### config.mk
export PLATFORM = sky130hd
export DESIGN_NAME = depth_efficiency_interpolator
export DESIGN_NICKNAME = d
export VERILOG_FILES = /design/src/rtl/core/dei_pkg.sv /design/src/rtl/core/dei_seg_lookup.sv /design/src/rtl/core/dei_recip_div.sv /design/src/rtl/core/depth_efficiency_interpolator.sv
export SDC_FILE = /design/constraint.sdc
export NUM_CORES = 2
export LEC_CHECK = 0
export BUFFER_PORTS_ARGS = -buffer_cell sky130_fd_sc_hd__clkbuf_2
export CORE_MARGIN = 2
export CORE_UTILIZATION = 55
export DETAILED_ROUTE_END_ITERATION = 7
export GPL_TIMING_DRIVEN = 0
export PLACE_DENSITY = 0.71
export SLEW_MARGIN = 40
export SYNTH_ARGS = -nofsm -noshare
export SYNTH_HDL_FRONTEND = slang
export SYNTH_HIERARCHICAL = 1
export SYNTH_SLANG_ARGS = --single-unit
### constraint.sdc
create_clock -name aclk -period 23.4 [get_ports aclk]
set_input_delay 3.51 -clock aclk [delete_from_list [all_inputs] [get_ports aclk]]
set_output_delay 3.51 -clock aclk [all_outputs]
set_load 0.05 [all_outputs]
### src/rtl/core/dei_pkg.sv
// Shared constants, breakpoint tables, derived widths and types for the depth efficiency block.
package dei_pkg;

    localparam int TABLE_POINTS  = 48;
    localparam int SEGMENTS      = TABLE_POINTS - 1;
    localparam int FRACTION_BITS = 16;
    localparam int DEPTH_W       = 16;
    localparam int EFF_W         = FRACTION_BITS + 1;

    // Breakpoint efficiencies are held in units of 1e-5.
    localparam longint EFF_SCALE = 100000;

    // Breakpoint depths in 0.1 um steps, strictly falling.
    localparam int DEPTH_KNOTS [TABLE_POINTS] = '{
        20000, 19300, 18500, 17700, 17000, 16400, 15700, 15100, 14400,
        13900, 13300, 12800, 12300, 11800, 11500, 11100, 10800, 10500,
        10200, 10000,  9800,  9600,  9400,  9200,  9100,  8900,  8800,
         8600,  8500,  8300,  8100,  8000,  7800,  7700,  7500,  7400,
         7200,  7100,  6900,  6800,  6600,  6500,  6300,  6100,  5900,
         5700,  5600,     0
    };

    // Efficiencies at the breakpoints, rising toward 1.0.
    localparam int EFF_KNOTS [TABLE_POINTS] = '{
        77122, 77619, 78117, 78614, 79111, 79609, 80106, 80603, 81101,
        81598, 82095, 82593, 83090, 83587, 84085, 84582, 85080, 85577,
        86074, 86572, 87069, 87566, 88064, 88561, 89058, 89556, 90053,
        90550, 91048, 91545, 92042, 92540, 93037, 93534, 94032, 94529,
        95027, 95524, 96021, 96519, 97016, 97513, 98011, 98508, 99005,
        99503, 100000, 100000
    };

    function automatic int seg_den(input int idx);
        return DEPTH_KNOTS[idx] - DEPTH_KNOTS[idx + 1];
    endfunction

    function automatic int max_den();
        int m;
        m = 0;
        for (int i = 0; i < SEGMENTS; i++) begin
            if (seg_den(i) > m) begin
                m = seg_den(i);
            end
        end
        return m;
    endfunction

    function automatic int min_den();
        int m;
        m = seg_den(0);
        for (int i = 0; i < SEGMENTS; i++) begin
            if (seg_den(i) < m) begin
                m = seg_den(i);
            end
        end
        return m;
    endfunction

    function automatic int max_rise();
        int m;
        m = 0;
        for (int i = 0; i < SEGMENTS; i++) begin
            if (EFF_KNOTS[i + 1] - EFF_KNOTS[i] > m) begin
                m = EFF_KNOTS[i + 1] - EFF_KNOTS[i];
            end
        end
        return m;
    endfunction

    localparam int SEG_W    = $clog2(SEGMENTS);
    localparam int KNOT_W   = $clog2(DEPTH_KNOTS[0] + 1);
    localparam int CEFF_W   = $clog2(EFF_SCALE + 1);
    localparam int DEN_MAX  = max_den();
    localparam int DEN_MIN  = min_den();
    localparam int RISE_MAX = max_rise();
    localparam int DEN_W    = $clog2(DEN_MAX + 1);
    localparam int RISE_W   = $clog2(RISE_MAX + 1);

    // Segment numerator T, doubled divisor E = 2 * 1e5 * den.
    localparam longint T_MAX = EFF_SCALE * DEN_MAX;
    localparam longint E_MAX = 2 * EFF_SCALE * DEN_MAX;
    localparam longint E_MIN = 2 * EFF_SCALE * DEN_MIN;
    localparam int     T_W   = $clog2(T_MAX + 1);
    localparam int     E_W   = $clog2(E_MAX + 1);

    // Dividend X = T * 2^(F+1) + E/2; quotient X / E is the rounded result.
    localparam longint X_MAX = (T_MAX << (FRACTION_BITS + 1)) + E_MAX;
    localparam int     X_W   = $clog2(X_MAX + 1);
    localparam int     R_W   = $clog2(((longint'(1) << X_W) / E_MIN) + 1);
    localparam int     LO_W  = (X_W + 1) / 2;
    localparam int     HI_W  = X_W - LO_W;
    localparam int     SUM_W = X_W + R_W;
    localparam int     Q_W   = EFF_W;

    localparam logic [EFF_W-1:0] CLAMP_EFF = EFF_W'(
        ((longint'(EFF_KNOTS[0]) << FRACTION_BITS) + EFF_SCALE / 2) / EFF_SCALE);
    localparam logic [EFF_W-1:0] EFF_ONE = EFF_W'(longint'(1) << FRACTION_BITS);

    typedef struct packed {
        logic           clamped;
        logic [T_W-1:0] t;
        logic [E_W-1:0] e;
        logic [R_W-1:0] r;
    } seg_term_t;

endpackage

### src/rtl/core/dei_seg_lookup.sv
// Segment search and table fetch: depth to numerator, divisor and reciprocal (3 stages).
module dei_seg_lookup (
    input  logic                          aclk,
    input  logic                          aresetn,
    input  logic                          in_valid,
    output logic                          in_ready,
    input  logic [dei_pkg::DEPTH_W-1:0]   in_depth,
    output logic                          out_valid,
    input  logic                          out_ready,
    output dei_pkg::seg_term_t            out_term
);

    localparam int STAGES = 3;
    localparam int BASE_W = dei_pkg::CEFF_W + dei_pkg::DEN_W;
    localparam int SLOPE_W = dei_pkg::DEN_W + dei_pkg::RISE_W;
    localparam int ACC_W = ((BASE_W > SLOPE_W) ? BASE_W : SLOPE_W) + 1;

    // Per-segment constant tables
    logic [dei_pkg::KNOT_W-1:0] knot_tab [dei_pkg::SEGMENTS];
    logic [dei_pkg::CEFF_W-1:0] ceff_tab [dei_pkg::SEGMENTS];
    logic [dei_pkg::DEN_W-1:0]  den_tab  [dei_pkg::SEGMENTS];
    logic [dei_pkg::RISE_W-1:0] rise_tab [dei_pkg::SEGMENTS];
    logic [dei_pkg::E_W-1:0]    e_tab    [dei_pkg::SEGMENTS];
    logic [dei_pkg::R_W-1:0]    r_tab    [dei_pkg::SEGMENTS];

    for (genvar g = 0; g < dei_pkg::SEGMENTS; g++) begin : g_tab
        localparam longint DenG = longint'(dei_pkg::DEPTH_KNOTS[g] - dei_pkg::DEPTH_KNOTS[g + 1]);
        localparam longint EG   = 2 * dei_pkg::EFF_SCALE * DenG;
        localparam longint RecG = (longint'(1) << dei_pkg::X_W) / EG;
        assign knot_tab[g] = dei_pkg::KNOT_W'(dei_pkg::DEPTH_KNOTS[g]);
        assign ceff_tab[g] = dei_pkg::CEFF_W'(dei_pkg::EFF_KNOTS[g]);
        assign den_tab[g]  = dei_pkg::DEN_W'(DenG);
        assign rise_tab[g] = dei_pkg::RISE_W'(dei_pkg::EFF_KNOTS[g + 1] - dei_pkg::EFF_KNOTS[g]);
        assign e_tab[g]    = dei_pkg::E_W'(EG);
        assign r_tab[g]    = dei_pkg::R_W'(RecG);
    end

    logic [STAGES-1:0] valid_reg;
    logic [STAGES-1:0] valid_next;
    logic [STAGES-1:0] rdy;
    logic [STAGES-1:0] feed;

    logic [dei_pkg::DEPTH_W-1:0] depth1_reg;
    logic [dei_pkg::SEG_W-1:0]   seg2_reg;
    logic                        clamped2_reg;
    logic [dei_pkg::KNOT_W-1:0]  depth2_reg;
    dei_pkg::seg_term_t          term3_reg;

    logic [dei_pkg::SEG_W-1:0]   seg_next;
    logic                        clamped_next;
    logic [dei_pkg::DEN_W-1:0]   run;
    logic [BASE_W-1:0]           base_prod;
    logic [SLOPE_W-1:0]          slope_prod;
    logic [ACC_W-1:0]            acc;
    dei_pkg::seg_term_t          term_next;

    // Stage enables: a stage loads when empty or when its successor loads.
    always_comb begin
        rdy[STAGES-1] = !valid_reg[STAGES-1] || out_ready;
        for (int k = STAGES - 2; k >= 0; k--) begin
            rdy[k] = !valid_reg[k] || rdy[k + 1];
        end
        feed = {valid_reg[STAGES-2:0], in_valid};
        valid_next = valid_reg;
        for (int k = 0; k < STAGES; k++) begin
            if (rdy[k]) begin
                valid_next[k] = feed[k];
            end
        end
    end

    // Last breakpoint strictly above the depth; none means clamp.
    always_comb begin
        seg_next = '0;
        clamped_next = 1'b1;
        for (int i = 0; i < dei_pkg::SEGMENTS; i++) begin
            if (depth1_reg < dei_pkg::DEPTH_W'(dei_pkg::DEPTH_KNOTS[i])) begin
                seg_next = dei_pkg::SEG_W'(i);
                clamped_next = 1'b0;
            end
        end
    end

    // T = cL * den + (zL - depth) * rise
    always_comb begin
        run        = dei_pkg::DEN_W'(knot_tab[seg2_reg] - depth2_reg);
        base_prod  = BASE_W'(ceff_tab[seg2_reg]) * BASE_W'(den_tab[seg2_reg]);
        slope_prod = SLOPE_W'(run) * SLOPE_W'(rise_tab[seg2_reg]);
        acc        = ACC_W'(base_prod) + ACC_W'(slope_prod);
        term_next.clamped = clamped2_reg;
        term_next.t = clamped2_reg ? '0 : dei_pkg::T_W'(acc);
        term_next.e = e_tab[seg2_reg];
        term_next.r = r_tab[seg2_reg];
    end

    always_ff @(posedge aclk) begin
        if (!aresetn) begin
            valid_reg <= '0;
        end else begin
            valid_reg <= valid_next;
        end
    end

    always_ff @(posedge aclk) begin
        if (rdy[0]) begin
            depth1_reg <= in_depth;
        end
        if (rdy[1]) begin
            seg2_reg     <= seg_next;
            clamped2_reg <= clamped_next;
            depth2_reg   <= depth1_reg[dei_pkg::KNOT_W-1:0];
        end
        if (rdy[2]) begin
            term3_reg <= term_next;
        end
    end

    assign in_ready  = rdy[0];
    assign out_valid = valid_reg[STAGES-1];
    assign out_term  = term3_reg;

endmodule

### src/rtl/core/dei_recip_div.sv
// Rounded quotient X / E by table reciprocal, one correction step, output register (5 stages).
module dei_recip_div (
    input  logic                          aclk,
    input  logic                          aresetn,
    input  logic                          in_valid,
    output logic                          in_ready,
    input  dei_pkg::seg_term_t            in_term,
    output logic                          out_valid,
    input  logic                          out_ready,
    output logic [dei_pkg::EFF_W-1:0]     out_efficiency,
    output logic                          out_clamped
);

    localparam int STAGES = 5;
    localparam int PLO_W  = dei_pkg::LO_W + dei_pkg::R_W;
    localparam int PHI_W  = dei_pkg::HI_W + dei_pkg::R_W;
    localparam int PROD_W = dei_pkg::Q_W + dei_pkg::E_W;

    logic [STAGES-1:0] valid_reg;
    logic [STAGES-1:0] valid_next;
    logic [STAGES-1:0] rdy;
    logic [STAGES-1:0] feed;

    // stage 1: dividend
    logic [dei_pkg::X_W-1:0] x1_reg;
    logic [dei_pkg::E_W-1:0] e1_reg;
    logic [dei_pkg::R_W-1:0] r1_reg;
    logic                    c1_reg;
    // stage 2: partial products of X * R
    logic [dei_pkg::X_W-1:0] x2_reg;
    logic [dei_pkg::E_W-1:0] e2_reg;
    logic                    c2_reg;
    logic [PLO_W-1:0]        plo2_reg;
    logic [PHI_W-1:0]        phi2_reg;
    // stage 3: quotient estimate
    logic [dei_pkg::X_W-1:0] x3_reg;
    logic [dei_pkg::E_W-1:0] e3_reg;
    logic                    c3_reg;
    logic [dei_pkg::Q_W-1:0] q3_reg;
    // stage 4: back-multiplied estimate
    logic [dei_pkg::X_W-1:0] x4_reg;
    logic [dei_pkg::E_W-1:0] e4_reg;
    logic                    c4_reg;
    logic [dei_pkg::Q_W-1:0] q4_reg;
    logic [dei_pkg::X_W-1:0] prod4_reg;
    // stage 5: output
    logic [dei_pkg::EFF_W-1:0] eff5_reg;
    logic                      c5_reg;

    logic [dei_pkg::X_W-1:0]   x_next;
    logic [PLO_W-1:0]          plo_next;
    logic [PHI_W-1:0]          phi_next;
    logic [dei_pkg::SUM_W-1:0] sum_next;
    logic [PROD_W-1:0]         prod_full;
    logic [dei_pkg::X_W-1:0]   rem_next;
    logic                      bump;
    logic [dei_pkg::EFF_W-1:0] eff_next;

    always_comb begin
        rdy[STAGES-1] = !valid_reg[STAGES-1] || out_ready;
        for (int k = STAGES - 2; k >= 0; k--) begin
            rdy[k] = !valid_reg[k] || rdy[k + 1];
        end
        feed = {valid_reg[STAGES-2:0], in_valid};
        valid_next = valid_reg;
        for (int k = 0; k < STAGES; k++) begin
            if (rdy[k]) begin
                valid_next[k] = feed[k];
            end
        end
    end

    always_comb begin
        // half the doubled divisor gives round half up
        x_next    = (dei_pkg::X_W'(in_term.t) << (dei_pkg::FRACTION_BITS + 1))
                  + dei_pkg::X_W'(in_term.e >> 1);
        plo_next  = PLO_W'(x1_reg[dei_pkg::LO_W-1:0]) * PLO_W'(r1_reg);
        phi_next  = PHI_W'(x1_reg[dei_pkg::X_W-1:dei_pkg::LO_W]) * PHI_W'(r1_reg);
        sum_next  = (dei_pkg::SUM_W'(phi2_reg) << dei_pkg::LO_W) + dei_pkg::SUM_W'(plo2_reg);
        prod_full = PROD_W'(q3_reg) * PROD_W'(e3_reg);
        // estimate is exact or one low; the remainder tells which
        rem_next  = x4_reg - prod4_reg;
        bump      = rem_next >= dei_pkg::X_W'(e4_reg);
        eff_next  = c4_reg ? dei_pkg::CLAMP_EFF : (q4_reg + dei_pkg::EFF_W'(bump));
    end

    always_ff @(posedge aclk) begin
        if (!aresetn) begin
            valid_reg <= '0;
        end else begin
            valid_reg <= valid_next;
        end
    end

    always_ff @(posedge aclk) begin
        if (rdy[0]) begin
            x1_reg <= x_next;
            e1_reg <= in_term.e;
            r1_reg <= in_term.r;
            c1_reg <= in_term.clamped;
        end
        if (rdy[1]) begin
            x2_reg   <= x1_reg;
            e2_reg   <= e1_reg;
            c2_reg   <= c1_reg;
            plo2_reg <= plo_next;
            phi2_reg <= phi_next;
        end
        if (rdy[2]) begin
            x3_reg <= x2_reg;
            e3_reg <= e2_reg;
            c3_reg <= c2_reg;
            q3_reg <= sum_next[dei_pkg::X_W +: dei_pkg::Q_W];
        end
        if (rdy[3]) begin
            x4_reg    <= x3_reg;
            e4_reg    <= e3_reg;
            c4_reg    <= c3_reg;
            q4_reg    <= q3_reg;
            prod4_reg <= prod_full[dei_pkg::X_W-1:0];
        end
        if (rdy[4]) begin
            eff5_reg <= eff_next;
            c5_reg   <= c4_reg;
        end
    end

    assign in_ready       = rdy[0];
    assign out_valid      = valid_reg[STAGES-1];
    assign out_efficiency = eff5_reg;
    assign out_clamped    = c5_reg;

endmodule

### src/rtl/core/depth_efficiency_interpolator.sv
// Top level of the depth efficiency interpolator: segment lookup feeding the reciprocal divider.
//
// Usage:
//   Input channel (s_valid/s_ready/s_depth): one beat carries one interaction depth in
//   0.1 um steps. Result channel (m_valid/m_ready/m_efficiency/m_clamped): one beat per
//   input beat, in order, carrying the linearly interpolated collection efficiency with
//   16 fraction bits (65536 = 1.0). Depths of 2 mm (20000) and more return the first table
//   entry with m_clamped set.
//   Pipeline: 3 lookup stages (segment search, table fetch and segment numerator) and
//   5 divider stages (dividend, split reciprocal product, quotient estimate, back product,
//   correction into the output register). Each depth is registered through all of these stages in
//   order. One beat per cycle is sustained while m_ready stays high; the rate is
//   set by the per-stage handshake, every stage holds one beat.
//   Stalls: each stage loads when empty or when its successor moves, so with m_ready low
//   the pipeline keeps taking beats until all 8 stages are full; nothing is dropped or
//   repeated. s_ready drops only when every stage holds a beat.
//   Reset (aresetn low at a clock edge) empties the pipeline: m_valid goes low and s_ready
//   goes high. There is no configuration and no state between beats.
module depth_efficiency_interpolator (
    input  logic                          aclk,
    input  logic                          aresetn,
    input  logic                          s_valid,
    output logic                          s_ready,
    input  logic [dei_pkg::DEPTH_W-1:0]   s_depth,
    output logic                          m_valid,
    input  logic                          m_ready,
    output logic [dei_pkg::EFF_W-1:0]     m_efficiency,
    output logic                          m_clamped
);

    // lookup -> divider
    logic               term_valid;
    logic               term_ready;
    dei_pkg::seg_term_t term;

    dei_seg_lookup u_lookup (
        .aclk      (aclk),
        .aresetn   (aresetn),
        .in_valid  (s_valid),
        .in_ready  (s_ready),
        .in_depth  (s_depth),
        .out_valid (term_valid),
        .out_ready (term_ready),
        .out_term  (term)
    );

    dei_recip_div u_div (
        .aclk           (aclk),
        .aresetn        (aresetn),
        .in_valid       (term_valid),
        .in_ready       (term_ready),
        .in_term        (term),
        .out_valid      (m_valid),
        .out_ready      (m_ready),
        .out_efficiency (m_efficiency),
        .out_clamped    (m_clamped)
    );

endmodule

==> impl_results.md <==
* Drt pass-1 iters at 7
* Slowest CP cell: clkbuf_1
* Crit Path Category: flip-flop to flip-flop
* Cell area after synthesis at approximately 85000 um^2
* Worst Max-Slew Pin Slew at 1.00 ns
* Vias at 62.8k
* Drt via density at ~5.7
* FF+latch area at ~16000 um^2
* Detail Route Antenna Nets at 0
* Fin Clk Skew at ~0.048 ns
* I/O pins at 40
* DRC at 0
* Max Fanout on Critical Path at 10
* Max cap viols at 0
* Crit path to: u_lookup/out_term[81]$_SDFFCE_PP0P_
* Core footprint at 154000 um^2
* Row cnt at 144
* Largest register FFs at 71
* Antenna violations before repair at 11
* Outcome: completed
* Routed met3 length at 26300 um
* Setup Fix Bufs, Post-CTS at 0
* Clk_lat worst skew at 0.70 ns
* Relative slew slack at 33.1%
* Die Ht at 397 um
* Worst EP required at 23.84 ns
* Mapped Cells at 8825
* DR WL met2 at 120000 um
* Post-synth cell types at 104
* First-pass GRT wire length at 410000 um
* Area Overhead vs Synth at 6.46%
* Final min period at 11.78 ns
* Total wire length at 271000 um
* Crit. End Element: flip-flop
* DR WL/cell at 24.5 um
* Primary FF master, synth: edfxtp_1
* Arrival @ worst endpoint at 12.21 ns
* DR iter-0 viols at 5495
* Post-synthesis sequential area ratio at 19.3%
* Tot GR Track Use at 35.3%
* Post-route core utilization at 58.8%
* Final GP Congestion at roughly 1.0
* DIE AREA at 158000 um^2
* Hold Buf Count CTS at 0
* Largest net degree at the start of global routing at 48
* Multi-input logic area at 60000 um^2
* Cells resized by post-CTS repair at 0
* Fin crit share at 50.3%
* Yosys Warn Count at 6
* Fmax at 84.9 MHz
* H-tree levels at 2
* Cell accounting for the most synthesized area: fa_1
* Synth top area cells: fa_1, edfxtp_1, ha_1, inv_1, nand2_1
* Hold WS at between 0.4 and 0.5 ns
* Synth cell count leaders: inv_1, fa_1, nand2_1
* Max Used Layer: met5
* Clock buffer depth at 3
* Slew Viols, Final at 0
* CTS tree: yes
* Final #Nets at 11.2k
* TNS Setup at 0 ns
* Vias in the first global route at 65.6k
* Register bit total from synthesis at 548
* RSZ-0062 raised after global routing: no
* Syn_area_per_cell at 9.62 um^2
* Post-synth ARST share at 0%
* Post-synth EDFFs at 540
* Max incr delay on CP at 0.65 ns
* Count of final hold-check violations at 0
* Reg2Reg Depth at 38
* Initial core utilization at 55.2%
* Num Clock Sinks at 548
* Clk root buf: clkbuf_16
* Routed length on met1 at about 110000 um
* Die Width at 397 um
* # fillers at between 10k and 15k
* Critical path origin: u_lookup/seg2_reg[3]$_SDFFCE_PP1P_
* HP Class: flip-flop to flip-flop
* Most instantiated library cell after synthesis: inv_1
* Critical R2R Launch: u_lookup/seg2_reg[3]$_SDFFCE_PP1P_
* Dpl hpwl at 224000 um
* CP most frequent cell: fa_1
* Area share of the largest cell type after synthesis at between 30% and 40%
* Reg2Reg Capture Point: u_lookup/out_term[81]$_SDFFCE_PP0P_
* CTS clk-pin slew, worst paths at roughly 0.060 ns
* R2R Setup Slk at 11.62 ns
* Final setup fails at 0
* Critical path launch point type: flip-flop
* CTS buffer count at 61
* Share of cells above drive strength 1 at 3.58%
* GR Overflow Total at 0
* PortBufs at 39
-- logic make-up after synthesis --
kind of cell             after synthesis  share of synthesized area (%)
buffers and inverters               2311                           10.3
AO/OA/AOI/OAI                        875                           6.61
multiplexers                          11                          0.152
AND/OR/NAND/NOR                     2584                           14.4
other                                  2                        0.00885
adder cells (fa/ha/maj)             2258                           46.8
flip-flops                           548                           19.3
XOR/XNOR                             236                           2.44
-- layout make-up --
type | count | area share, %
repair buffers | 53 | 0.494
clock inverters | 41 | 0.584
flip-flops and latches | 548 | 18.1
well taps | 2044 | 2.83
plain buffers | 417 | 1.89
diodes | 19 | 0.0526
clock buffers | 71 | 1.73
multi-input cells | 5980 | 66.4
inverters | 1894 | 7.87
-- worst max-delay path, delay by kind of cell, from the launching register on --
family | cells | cell delay [ns]
muxes | 1 | 0.35
xor gates and xnor gates | 1 | 0.53
buffers and inverters | 9 | 2.71
adders and majority gates | 9 | 4.14
DFF | 1 | 0.32
AOI/OAI and AO/OA | 15 | 2.86
and+or+nand+nor | 3 | 0.57
-- per-layer routing --
layer	GRT usage, %	vias to the layer above
li1	-	27445
met3	8.83	656
met2	54.0	2902
met5	1.26	-
met4	14.5	10
met1	48.1	31823
-- placed cells by master (no fill, tap or decap), drive strengths merged, types with 8 or more instances in the layout --
| cell | n |
|---|---|
| a2111oi | 9 |
| a211o | 12 |
| a211oi | 28 |
| a21boi | 22 |
| a21o | 95 |
| a21oi | 270 |
| a221oi | 8 |
| a31oi | 28 |
| and2 | 635 |
| and3 | 31 |
| buf | 70 |
| bufinv | 8 |
| clkbuf | 470 |
| clkinv | 24 |
| conb | 16 |
| dfxtp | 8 |
| diode | 19 |
| edfxtp | 540 |
| fa | 1525 |
| ha | 733 |
| inv | 1900 |
| nand2 | 1218 |
| nand2b | 54 |
| nand3 | 84 |
| nand4 | 40 |
| nor2 | 339 |
| nor2b | 51 |
| nor3 | 48 |
| nor4 | 10 |
| o211ai | 32 |
| o21a | 47 |
| o21ai | 181 |
| o21bai | 35 |
| o22ai | 11 |
| o31ai | 14 |
| or2 | 23 |
| or3 | 15 |
| or4 | 8 |
| xnor2 | 156 |
| xor2 | 80 |
-- worst min-delay path by stage --
stage | from | end | cells past startpoint
after global routing | u_div/x2_reg[29]$_DFFE_PP_ | u_div/x3_reg[29]$_DFFE_PP_ | 0
after detailed placement | u_div/e1_reg[19]$_DFFE_PP_ | u_div/e2_reg[19]$_DFFE_PP_ | 0
after CTS | u_div/x3_reg[18]$_DFFE_PP_ | u_div/x4_reg[18]$_DFFE_PP_ | 0
after global placement | u_div/x2_reg[30]$_DFFE_PP_ | u_div/x3_reg[30]$_DFFE_PP_ | 0
final | u_lookup/out_term[5]$_DFFE_PP_ | u_div/r1_reg[5]$_DFFE_PP_ | 0
after floorplan | u_lookup/out_term[84]$_DFFE_PP_ | u_div/c1_reg$_DFFE_PP_ | 0
-- stage by stage --
| step | cells | setup slack, ns | cell area [um^2] |
|---|---|---|---|
| 2_1_floorplan | 8839 | 12.13 | 84900 |
| 3_3_place_gp | 10922 | 9.51 | 87700 |
| 3_5_place_dp | 10935 | 11.78 | 88200 |
| 4_1_cts | 11047 | 11.79 | 90300 |
| 5_1_grt | 11058 | 11.11 | 90400 |
| 6_report | 11067 | 11.62 | 90400 |
Power is left out: the tool's default activity adds up to more than one toggle a clock period on the data nets, which glitch-free logic cannot reach.
